[config.mk]
export PLATFORM = sky130hd
export DESIGN_NAME = wheel_speed_rpm_averager_flat
export DESIGN_NICKNAME = d
export VERILOG_FILES = /design/src/wsra_pkg.sv /design/src/wsra_in_if.sv /design/src/wsra_out_if.sv /design/src/wheel_speed_rpm_averager.sv /design/src/flat_wrapper.sv
export SDC_FILE = /design/constraint.sdc
export NUM_CORES = 2
export LEC_CHECK = 0
export BUFFER_PORTS_ARGS = -buffer_cell sky130_fd_sc_hd__buf_4
export CAP_MARGIN = 25
export CORE_MARGIN = 2
export CORE_UTILIZATION = 57
export CTS_CLUSTER_SIZE = 14
export DETAILED_ROUTE_END_ITERATION = 16
export PLACE_DENSITY = 0.76
export SYNTH_ARGS = -nofsm -noshare
export SYNTH_HDL_FRONTEND = slang
export SYNTH_SLANG_ARGS = --single-unit
[constraint.sdc]
create_clock -name i_clk -period 7.4 [get_ports i_clk]
set_input_delay 0.37 -clock i_clk [delete_from_list [all_inputs] [get_ports i_clk]]
set_output_delay 0.37 -clock i_clk [all_outputs]
set_load 0.02 [all_outputs]
[src/wsra_pkg.sv]
package wsra_pkg;

    localparam int DEFAULT_WINDOW_LEN = 8;
    localparam int DEFAULT_WHEELS     = 4;

    localparam int NOW_W   = 48;
    localparam int WHEEL_W = 2;
    localparam int RPM_W   = 34;
    localparam int CFG_W   = 32;
    localparam int CFG_IDX_W = 1;

    // 60e6 us per minute, scaled by 256 for the Q.8 result.
    localparam logic [RPM_W-1:0] RPM_Q8_NUM = 34'd15360000000;

    localparam logic [CFG_W-1:0] DEBOUNCE_RST = 32'd500000;
    localparam logic [CFG_W-1:0] STALE_RST    = 32'd1000000;

    localparam logic [CFG_IDX_W-1:0] REG_DEBOUNCE = 1'b0;
    localparam logic [CFG_IDX_W-1:0] REG_STALE    = 1'b1;

    localparam logic OP_EDGE = 1'b0;
    localparam logic OP_READ = 1'b1;

endpackage

[src/wsra_in_if.sv]
interface wsra_in_if;
    logic                          valid;
    logic                          ready;
    logic                          operation;
    logic [wsra_pkg::WHEEL_W-1:0]  wheel;
    logic [wsra_pkg::NOW_W-1:0]    now_us;

    modport source(output valid, operation, wheel, now_us, input ready);
    modport sink(input valid, operation, wheel, now_us, output ready);
endinterface

[src/wsra_out_if.sv]
interface wsra_out_if;
    logic                        valid;
    logic                        ready;
    logic [wsra_pkg::RPM_W-1:0]  rpm_avg;
    logic                        edge_accepted;
    logic                        sample_added;

    modport source(output valid, rpm_avg, edge_accepted, sample_added, input ready);
    modport sink(input valid, rpm_avg, edge_accepted, sample_added, output ready);
endinterface

[src/wheel_speed_rpm_averager.sv]
// Multi-wheel hall-sensor tachometer. Each input beat is either a sensor edge
// (debounced per wheel, then turned into an rpm sample in Q.8 and pushed into
// that wheel's moving-average window) or a read that returns the averaged rpm,
// or zero when the window is empty or the last edge is older than the stale
// timeout. One beat is handled at a time and ready is low while it is in work.
// An edge that yields a sample, and a read of a fresh non-empty window, go
// through one shared restoring divider that retires one quotient bit per
// cycle. From input beat to output beat an edge that yields a sample passes
// through S_EVAL, S_DIV and S_UPD to S_OUT, and such a read skips S_UPD; the
// quotient has SUM_W = 34 + clog2(WINDOW_LEN) bits. Rejected edges, first
// edges and reads that return zero go from S_EVAL straight to S_OUT.
// The output beat sits in a register, so the next input can be taken while
// a result still waits. Sample storage needs no clearing after reset.
module wheel_speed_rpm_averager #(
    parameter int WINDOW_LEN = wsra_pkg::DEFAULT_WINDOW_LEN,
    parameter int WHEELS     = wsra_pkg::DEFAULT_WHEELS
) (
    input  logic                            i_clk,
    input  logic                            i_rst_n,
    input  logic                            i_cfg_we,
    input  logic [wsra_pkg::CFG_IDX_W-1:0]  i_cfg_idx,
    input  logic [wsra_pkg::CFG_W-1:0]      i_cfg_data,
    wsra_in_if.sink                         i_in,
    wsra_out_if.source                      o_out
);

    localparam int NOW_W = wsra_pkg::NOW_W;
    localparam int RPM_W = wsra_pkg::RPM_W;
    localparam int SUM_W = RPM_W + $clog2(WINDOW_LEN);
    localparam int CNT_W = $clog2(WINDOW_LEN + 1);
    localparam int HD_W  = (WINDOW_LEN > 1) ? $clog2(WINDOW_LEN) : 1;
    localparam int WI_W  = (WHEELS > 1) ? $clog2(WHEELS) : 1;
    localparam int DEPTH = WHEELS * WINDOW_LEN;
    localparam int AW    = (DEPTH > 1) ? $clog2(DEPTH) : 1;
    localparam int DC_W  = $clog2(SUM_W + 1);

    typedef enum logic [2:0] {
        S_IDLE,
        S_EVAL,
        S_DIV,
        S_UPD,
        S_OUT
    } t_state;

    t_state r_state;

    logic [wsra_pkg::CFG_W-1:0] r_debounce;
    logic [wsra_pkg::CFG_W-1:0] r_stale;

    logic                       r_op;
    logic                       r_wheel_ok;
    logic [WI_W-1:0]            r_idx;
    logic [NOW_W-1:0]           r_now;

    logic [NOW_W-1:0]           r_last [WHEELS];
    logic [HD_W-1:0]            r_head [WHEELS];
    logic [CNT_W-1:0]           r_count[WHEELS];
    logic [SUM_W-1:0]           r_sum  [WHEELS];

    logic [RPM_W-1:0]           r_mem [DEPTH];
    logic [RPM_W-1:0]           r_mem_rd;

    // Shared divider.
    logic [SUM_W-1:0]           r_quo;
    logic [NOW_W-1:0]           r_dvs;
    logic [NOW_W:0]             r_rem;
    logic [DC_W-1:0]            r_dcnt;
    logic                       r_mode_sample;

    logic [RPM_W-1:0]           r_res_avg;
    logic                       r_res_acc;
    logic                       r_res_add;

    logic                       r_out_valid;
    logic [RPM_W-1:0]           r_out_avg;
    logic                       r_out_acc;
    logic                       r_out_add;

    logic [NOW_W-1:0]           w_last;
    logic [NOW_W:0]             w_diff;
    logic                       w_deb_gt;
    logic                       w_stale_gt;
    logic                       w_edge_acc;
    logic                       w_smp_start;
    logic                       w_avg_start;
    logic [NOW_W:0]             w_trial;
    logic                       w_fit;
    logic [RPM_W-1:0]           w_old;
    logic [SUM_W-1:0]           w_sum_next;
    logic [HD_W-1:0]            w_head_next;
    logic [AW-1:0]              w_addr;
    logic                       w_mem_we;
    logic                       w_in_acc;

    assign w_in_acc = i_in.valid && i_in.ready;

    assign w_last = r_last[r_idx];
    // Signed time since the last accepted edge; bit NOW_W is the sign.
    assign w_diff = {1'b0, r_now} - {1'b0, w_last};
    assign w_deb_gt   = !w_diff[NOW_W]
                        && (w_diff[NOW_W-1:0] > NOW_W'(r_debounce));
    assign w_stale_gt = !w_diff[NOW_W]
                        && (w_diff[NOW_W-1:0] > NOW_W'(r_stale));

    assign w_edge_acc  = r_wheel_ok && (r_op == wsra_pkg::OP_EDGE) && w_deb_gt;
    // The first accepted edge of a wheel only records its time.
    assign w_smp_start = w_edge_acc && (w_last != '0);
    assign w_avg_start = r_wheel_ok && (r_op == wsra_pkg::OP_READ)
                         && (r_count[r_idx] != '0) && !w_stale_gt;

    assign w_trial = {r_rem[NOW_W-1:0], r_quo[SUM_W-1]};
    assign w_fit   = w_trial >= {1'b0, r_dvs};

    // Until the window has wrapped, the slot under the head was never written.
    assign w_old = (r_count[r_idx] == CNT_W'(WINDOW_LEN)) ? r_mem_rd : '0;
    assign w_sum_next = r_sum[r_idx] - SUM_W'(w_old) + SUM_W'(r_quo[RPM_W-1:0]);
    assign w_head_next = (r_head[r_idx] == HD_W'(WINDOW_LEN - 1))
                         ? '0 : r_head[r_idx] + HD_W'(1);
    assign w_addr = AW'(AW'(r_idx) * AW'(WINDOW_LEN) + AW'(r_head[r_idx]));
    assign w_mem_we = (r_state == S_UPD);

    always_ff @(posedge i_clk) begin
        if (w_mem_we) begin
            r_mem[w_addr] <= r_quo[RPM_W-1:0];
        end
        r_mem_rd <= r_mem[w_addr];
    end

    always_ff @(posedge i_clk) begin
        if (!i_rst_n) begin
            r_debounce <= wsra_pkg::DEBOUNCE_RST;
            r_stale    <= wsra_pkg::STALE_RST;
        end else if (i_cfg_we) begin
            if (i_cfg_idx == wsra_pkg::REG_DEBOUNCE) begin
                r_debounce <= i_cfg_data;
            end else if (i_cfg_idx == wsra_pkg::REG_STALE) begin
                r_stale <= i_cfg_data;
            end
        end
    end

    always_ff @(posedge i_clk) begin
        if (!i_rst_n) begin
            r_state     <= S_IDLE;
            r_out_valid <= 1'b0;
            for (int i = 0; i < WHEELS; i++) begin
                r_last[i]  <= '0;
                r_head[i]  <= '0;
                r_count[i] <= '0;
                r_sum[i]   <= '0;
            end
        end else begin
            // In S_OUT a taken beat is replaced by the new result directly.
            if (o_out.valid && o_out.ready && r_state != S_OUT) begin
                r_out_valid <= 1'b0;
            end
            unique case (r_state)
                S_IDLE: begin
                    if (w_in_acc) begin
                        r_op       <= i_in.operation;
                        r_wheel_ok <= 32'(i_in.wheel) < 32'(WHEELS);
                        r_idx      <= WI_W'(i_in.wheel);
                        r_now      <= i_in.now_us;
                        r_state    <= S_EVAL;
                    end
                end
                S_EVAL: begin
                    r_res_avg     <= '0;
                    r_res_acc     <= w_edge_acc;
                    r_res_add     <= 1'b0;
                    r_rem         <= '0;
                    r_dcnt        <= DC_W'(SUM_W - 1);
                    r_mode_sample <= w_smp_start;
                    r_quo         <= w_smp_start ? SUM_W'(wsra_pkg::RPM_Q8_NUM)
                                                 : r_sum[r_idx];
                    r_dvs         <= w_smp_start ? w_diff[NOW_W-1:0]
                                                 : NOW_W'(r_count[r_idx]);
                    if (w_edge_acc) begin
                        r_last[r_idx] <= r_now;
                    end
                    r_state <= (w_smp_start || w_avg_start) ? S_DIV : S_OUT;
                end
                S_DIV: begin
                    r_rem  <= w_fit ? (w_trial - {1'b0, r_dvs}) : w_trial;
                    r_quo  <= {r_quo[SUM_W-2:0], w_fit};
                    r_dcnt <= r_dcnt - DC_W'(1);
                    if (r_dcnt == '0) begin
                        r_state <= r_mode_sample ? S_UPD : S_OUT;
                        if (!r_mode_sample) begin
                            r_res_avg <= {r_quo[RPM_W-2:0], w_fit};
                        end
                    end
                end
                S_UPD: begin
                    r_sum[r_idx]  <= w_sum_next;
                    r_head[r_idx] <= w_head_next;
                    if (r_count[r_idx] != CNT_W'(WINDOW_LEN)) begin
                        r_count[r_idx] <= r_count[r_idx] + CNT_W'(1);
                    end
                    r_res_add <= 1'b1;
                    r_state   <= S_OUT;
                end
                S_OUT: begin
                    if (!r_out_valid || o_out.ready) begin
                        r_out_valid <= 1'b1;
                        r_out_avg   <= r_res_avg;
                        r_out_acc   <= r_res_acc;
                        r_out_add   <= r_res_add;
                        r_state     <= S_IDLE;
                    end
                end
                default: r_state <= S_IDLE;
            endcase
        end
    end

    assign i_in.ready          = (r_state == S_IDLE);
    assign o_out.valid         = r_out_valid;
    assign o_out.rpm_avg       = r_out_avg;
    assign o_out.edge_accepted = r_out_acc;
    assign o_out.sample_added  = r_out_add;

endmodule

[src/flat_wrapper.sv]
// flat-port wrapper written by rule: the top's interface ports become plain ports
module wheel_speed_rpm_averager_flat 
#(
    parameter int WINDOW_LEN = wsra_pkg::DEFAULT_WINDOW_LEN,
    parameter int WHEELS     = wsra_pkg::DEFAULT_WHEELS
)
  (i_clk, i_rst_n, i_cfg_we, i_cfg_idx, i_cfg_data, i_in_valid, i_in_operation, i_in_wheel, i_in_now_us, i_in_ready, o_out_valid, o_out_rpm_avg, o_out_edge_accepted, o_out_sample_added, o_out_ready);
  wsra_in_if i_in_i ();
  wsra_out_if o_out_i ();
  input  logic i_clk;
  input  logic i_rst_n;
  input  logic i_cfg_we;
  input  logic [wsra_pkg::CFG_IDX_W-1:0] i_cfg_idx;
  input  logic [wsra_pkg::CFG_W-1:0] i_cfg_data;
  input wire logic [$bits(i_in_i.valid)-1:0] i_in_valid;
  input wire logic [$bits(i_in_i.operation)-1:0] i_in_operation;
  input wire logic [$bits(i_in_i.wheel)-1:0] i_in_wheel;
  input wire logic [$bits(i_in_i.now_us)-1:0] i_in_now_us;
  output wire logic [$bits(i_in_i.ready)-1:0] i_in_ready;
  output wire logic [$bits(o_out_i.valid)-1:0] o_out_valid;
  output wire logic [$bits(o_out_i.rpm_avg)-1:0] o_out_rpm_avg;
  output wire logic [$bits(o_out_i.edge_accepted)-1:0] o_out_edge_accepted;
  output wire logic [$bits(o_out_i.sample_added)-1:0] o_out_sample_added;
  input wire logic [$bits(o_out_i.ready)-1:0] o_out_ready;
  assign i_in_i.valid = i_in_valid;
  assign i_in_i.operation = i_in_operation;
  assign i_in_i.wheel = i_in_wheel;
  assign i_in_i.now_us = i_in_now_us;
  assign i_in_ready = i_in_i.ready;
  assign o_out_valid = o_out_i.valid;
  assign o_out_rpm_avg = o_out_i.rpm_avg;
  assign o_out_edge_accepted = o_out_i.edge_accepted;
  assign o_out_sample_added = o_out_i.sample_added;
  assign o_out_i.ready = o_out_ready;
  wheel_speed_rpm_averager #(.WINDOW_LEN(WINDOW_LEN), .WHEELS(WHEELS)) u_core (.i_clk(i_clk), .i_rst_n(i_rst_n), .i_cfg_we(i_cfg_we), .i_cfg_idx(i_cfg_idx), .i_cfg_data(i_cfg_data), .i_in(i_in_i), .o_out(o_out_i));
endmodule
# ---- Word-level counts from Yosys, hierarchy flattened
# Memory sizes are Yosys's and may differ from the RTL's. A register that Yosys moved wholly into a read port is not among the register bits.
# Index checks and enable logic that the tools add are counted.
dict set report word_totals {
  word_cells 132
  reg_bits 331
  memories 5
  in_bits 89
  mem_bits_rw 1456
  out_inout_bits 38
}
dict set report classes {
  n_bitwise 2
  reduce_logical 33
  muxes 50
  n_lt_le_gt_ge 3
  eq_ne 12
  add_sub_neg 8
}
# memory depth width rd rd_clocked_by_memory_dff wr line
set mem_list {}
lappend mem_list {u_core.r_mem 32 34 1 1 1 wheel_speed_rpm_averager.sv:60} ;# logic [RPM_W-1:0] r_mem [DEPTH];
lappend mem_list {u_core.r_last 4 48 1 1 4 wheel_speed_rpm_averager.sv:55} ;# logic [NOW_W-1:0] r_last [WHEELS];
lappend mem_list {u_core.r_sum 4 37 1 1 4 wheel_speed_rpm_averager.sv:58} ;# logic [SUM_W-1:0] r_sum [WHEELS];
lappend mem_list {u_core.r_count 4 4 1 1 4 wheel_speed_rpm_averager.sv:57} ;# logic [CNT_W-1:0] r_count[WHEELS];
lappend mem_list {u_core.r_head 4 3 1 1 4 wheel_speed_rpm_averager.sv:56} ;# logic [HD_W-1:0] r_head [WHEELS];
# operator n
set ops {}
lappend ops {{$mux W34} 3}
lappend ops {{$gt A48 B32 Y1} 2}
lappend ops {{$mux W48} 2}
lappend ops {{$pmux W48 S2} 1}
lappend ops {{$mux W37} 2}
lappend ops {{$pmux W37 S2} 1}
lappend ops {{$pmux W34 S2} 1}
lappend ops {{$ge A49 B48 Y1} 1}
lappend ops {{$sub A48 B48 Y49} 1}
lappend ops {{$reduce_bool A48 Y1} 1}
lappend ops {{$reduce_or A48 Y1} 1}
lappend ops {{$sub A48 B48 Y48} 1}
lappend ops {{$add A37 B34 Y37} 1}
lappend ops {{$reduce_or A37 Y1} 1}
lappend ops {{$sub A37 B34 Y37} 1}
lappend ops {{$mux W3} 7}
lappend ops {{$mux W1} 20}
lappend ops {{$mux W2} 8}
lappend ops {{$pmux W3 S5} 1}
lappend ops {{$pmux W6 S2} 1}
lappend ops {{$reduce_and A2 Y1} 5}
lappend ops {{$logic_and A1 B1 Y1} 9}
lappend ops {{$reduce_and A3 Y1} 3}
lappend ops {{$mux W4} 2}
lappend ops {{23 further kinds} 32}

# ---- Depth between registers and ports, before layout
dict set report logic_depth {
  ltp_word 10
  depth_mapped 29
  depth_no_buf 25
}

# ---- Least setup slack after synthesis
# OpenSTA, ideal clock, no wires.
dict set report synth_path {
  path_type {register -> register}
  from {register (tool-made name)}
  to {memory u_core.r_last[0][0], enable pin}
  path_slack_ps 436
  path_buffers 4
  path_stages_with_launch 30
  setup_time_ps 406
  arrival_ps 6558
  t_required_ps 6994
  synth_period_minus_slack_ps 6964
  cell_sequence {dfxtp_1 > clkbuf_1 > clkbuf_1 > mux4_2 > ha_1 > inv_1 > fa_1 > a211oi_2 > o211ai_1 > and3_1 > a221o_1 > a31o_1 > nor2_1 > o21bai_1 > a21oi_1 > xnor2_1 > ha_1 > nand4_1 > nor3_1 > and3_1 > nand3_1 > a21oi_1 > nor4_1 > o21ai_0 > o31ai_1 > a211oi_1 > buf_2 > buf_2 > nand2_1 > nand2_1}
}
# element line
set synth_lines {}
lappend synth_lines {{end: declaration} wheel_speed_rpm_averager.sv:55}

==> summary.md <==
| Metric | Value |
|---|---|
| Clock Sinks | `about 1800` |
| Vias in the first global route | `between 40000 and 50000` |
| Die Y | `378 um` |
| Yosys warnings | `0` |
| Max IR drop VDD | `around 0.00024 V` |
| Area of the multi-input gates | `24100 um2` |
| PwrDens | `roughly 270 nW/um2` |
| Syn avg cell area | `~16 um2` |
| Remaining DRCs | `0` |
| Cts bufs inserted | `~180` |
| Via/cell ratio | `~6.5` |
| Worst Path Arrival | `between 7000 and 8000 ps` |
| Final Setup Violations | `0` |
| Leak pwr | `roughly 0.033 uW` |
| Tot Pwr | `24400 uW` |
| PortBufs | `about 130` |
| Syn-to-layout area delta | `14.8%` |
| DIE AREA | `approximately 140000 um2` |
| Worst setup EP type | `flip-flop` |
| Worst rel slew slack | `between 20% and 30%` |
| Pre-Repair DR Iteration Count | `8` |
| Via count | `just under 50000` |
| Nets | `around 5800` |
| Global-route wire length before repair | `320000 um` |
| Clock latency on the worst-skew pair | `around 870 ps` |
| Final-report max-slew violation count | `0` |
| HPWL Detailed | `approximately 130000 um` |
| Remaining antenna violation count | `0` |
| CP Launch Type | `flip-flop` |
| Sequential element share of the synthesized area | `67.4%` |
| Routed len/inst | `around 30 um` |
| RSZ-0062 raised after global routing | `no` |
| Total Wirelength | `approximately 220000 um` |
| Req. time, crit path | `between 8000 and 9000 ps` |
| Period utilization | `about nine tenths` |
| Layout cells sized above 1 | `between 10% and 20%` |
| Net Switching | `between 6000 and 7000 uW` |
| # fillers | `9148` |
| Die extent in x | `about 380 um` |
| Yosys top cell area share | `roughly two thirds` |
| Status | `completed` |
| Synth area leaders | `edfxtp_1 65%, mux4_2 10%, ha_1 3.2%` |
| Largest net degree at the start of global routing | `115` |
| Gr ovfl total | `0` |
| Clock Root Buffer | `clkbuf_16` |
| IO Pins | `127` |
| Clk slew on worst S/H paths | `around 70 ps` |
| Clock skew | `93.9 ps` |
| Initial antenna violation count | `12` |
| Top-count cell post-synth | `edfxtp_1` |
| Share of flip-flops with an asynchronous set or reset | `0%` |
| Initial DRC count | `6424` |
| CTS max path bufs | `3` |
| Ys flop type | `edfxtp_1` |
| Netlist cell types | `slightly above 80` |
| Worst-Margin Slew | `approximately 1200 ps` |
| Total GRT Usage | `between 30% and 40%` |
| Hold Violations, Final | `0` |
| Post-Route Setup TNS | `0 ps` |
| Net Sw Frac | `a little over a quarter` |
| Syn Nets | `5446` |
| Maximum fanout along the worst path | `24` |
| Clock share of power | `38.1%` |
| # rows | `about 140` |
| H-tree lvl count | `4` |
| Design internal power | `approximately 18000 uW` |
| Initial Util | `57.2%` |
| Fmax | `roughly 150 MHz` |
| Core area | `approximately 140000 um2` |
| Combinational share of power | `between 10% and 20%` |
| Hold crit path type | `in2reg` |
| CTS tree | `built` |
| Max Cap Viol | `0` |
| Gate Count Post-Synth | `approximately 5100` |
| Register Area | `approximately 54000 um2` |
| Post-synth EDFFs | `between 1500 and 2000` |
| Setup CP Type | `reg2reg` |
| Cell taking the most area after synthesis | `edfxtp_1` |
| Synthesized flop and latch total | `between 1500 and 2000` |
| RePlAce Congestion | `0.951` |
| Seq pwr share | `between 40% and 50%` |
| Post-layout min period | `about 6700 ps` |
| Post-synthesis cell area | `approximately 80000 um2` |
| Post-synth top cells | `1719 x edfxtp_1, 394 x nor2_1, 362 x mux4_2` |
[per-layer routing]
layer | wire length, um | global-route usage (%) | vias to the layer above
met5 | 62 | 0 | -
met4 | 10800 | 13.4 | 12
met3 | 24200 | 7.08 | 696
met2 | 108000 | 50.6 | 3153
met1 | 79200 | 40.4 | 24400
li1 | - | - | 20300
[kinds of logic (layout without fill, tap and decap cells)]
kind of cell / Yosys count / after routing / synth area share, %
flops: 1823 / 1823 / 67.4
simple gates: 1214 / 1214 / 7.46
compound gates: 715 / 715 / 5.90
buf+inv: 583 / 1065 / 2.83
mux: 417 / 417 / 10.9
fa+ha+maj: 241 / 241 / 4.12
xor+xnor: 123 / 123 / 1.35
other cells: 0 / 4 / 0
[sequential cells by signal, summed over array words and instances, names as in the netlist, 2 cells and up, named ones only]
register / cells
u_core.r_rem: 48
u_core.r_head: 12
u_core.o_out.rpm_avg: 34
u_core.r_quo: 37
u_core.r_debounce: 32
u_core.r_idx: 2
u_core.r_res_avg: 34
u_core.r_stale: 32
u_core.r_state: 3
u_core.r_last: 192
u_core.r_dcnt: 6
u_core.r_dvs: 48
u_core.r_sum: 148
u_core.r_mem_rd: 34
u_core.r_count: 16
u_core.r_mem: 1088
u_core.r_now: 48
[layout by cell type (no fill, tap or decap), types with 24 or more instances in the layout]
| master | n |
|---|---|
| a21o_1 | 112 |
| a21oi_1 | 192 |
| mux2i_1 | 47 |
| nor2_1 | 350 |
| dfxtp_1 | 102 |
| clkinv_2 | 34 |
| mux4_2 | 361 |
| dlygate4sd3_1 | 95 |
| and2_1 | 111 |
| a22oi_1 | 134 |
| xor2_1 | 47 |
| o21ai_0 | 92 |
| xnor2_1 | 76 |
| nand2_1 | 248 |
| nand4_1 | 72 |
| edfxtp_1 | 1719 |
| nand2b_1 | 24 |
| nand3_1 | 53 |
| buf_16 | 30 |
| o211ai_1 | 35 |
| inv_1 | 345 |
| nor2b_1 | 43 |
| clkbuf_1 | 45 |
| fa_1 | 36 |
| nor3_1 | 32 |
| buf_4 | 240 |
| ha_1 | 205 |
| clkbuf_16 | 180 |
| nor2_4 | 44 |
| and3_1 | 158 |
[worst paths after layout]
path,slack [ps],from,cells after the start,end
min reg2reg,350,u_core.r_res_avg[3]$_SDFFCE_PN0P_,0,u_core.o_out.rpm_avg[3]$_DFFE_PP_
min,10,i_cfg_idx,4,u_core.r_stale[26]$_SDFFE_PN0P_
max reg2reg,660,flip-flop,23,u_core.r_quo[20]$_DFFE_PP_
max,660,flip-flop,23,u_core.r_quo[20]$_DFFE_PP_
[repair_timing]
item / 4_1_cts / 5_1_grt
endpoints found under the setup margin: 0 / 285
hold buffers: 95 / 0
gates resized for setup: 0 / 2
setup buffers: 0 / 1
endpoints found under the hold margin: 119 / 0
[worst max-delay path: stages (launching register included)]
cell and delay (ps):
dfxtp_4 500, buf_4 330, mux4_2 580, inv_1 80, ha_1 300, nand4_1 240, o221ai_1 320, nand2b_1 80
o21ai_0 120, a31o_1 370, nor2_1 130, o21bai_1 210, a21oi_1 120, xnor2_1 320, ha_1 220, nand4_1 100
nor3_1 210, and3_1 200, nand3_1 130, o31ai_1 770, a21o_2 420, and2_1 180, buf_4 400, a21o_1 230
[power by group through the flow]
| stage | clock, uW | sequential (uW) | combinational, uW |
|---|---|---|---|
| after CTS | 9360 | 11700 | 3310 |
| final | 9300 | 11600 | 3490 |
| after global routing | 9740 | 11600 | 3760 |
| after global placement | 0 | 11900 | 3180 |
| after floorplan | 0 | 11800 | 2260 |
| after detailed placement | 0 | 11900 | 3220 |
[metrics by stage]
stage / instances / instance area, um2 / utilization, % / hold WS (ps) / setup slack [ps]
final: 7478 / 91400 / 65.7 / 9.57 / 656
after global routing: 7474 / 91400 / 65.7 / 14.8 / 108
after CTS: 7442 / 90600 / 65.1 / 20.6 / 472
after detailed placement: 7011 / 83500 / 60.0 / 405 / 512
after global placement: 7005 / 83400 / 59.9 / 402 / 702
after floorplan: 5116 / 79700 / - / 400 / 436
[area by class of cell]
| type | count | share of cell area (%) |
|---|---|---|
| clock buffer | 242 | 5.37 |
| clock inverter | 94 | 1.27 |
| timing repair buffer | 380 | 4.21 |
| sequential | 1823 | 58.7 |
| antenna | 4 | 0.0109 |
| inverter | 349 | 1.44 |
| tap | 1876 | 2.57 |
| multi-input combinational | 2710 | 26.4 |
No activity file was read; power rests on OpenSTA's default activity.
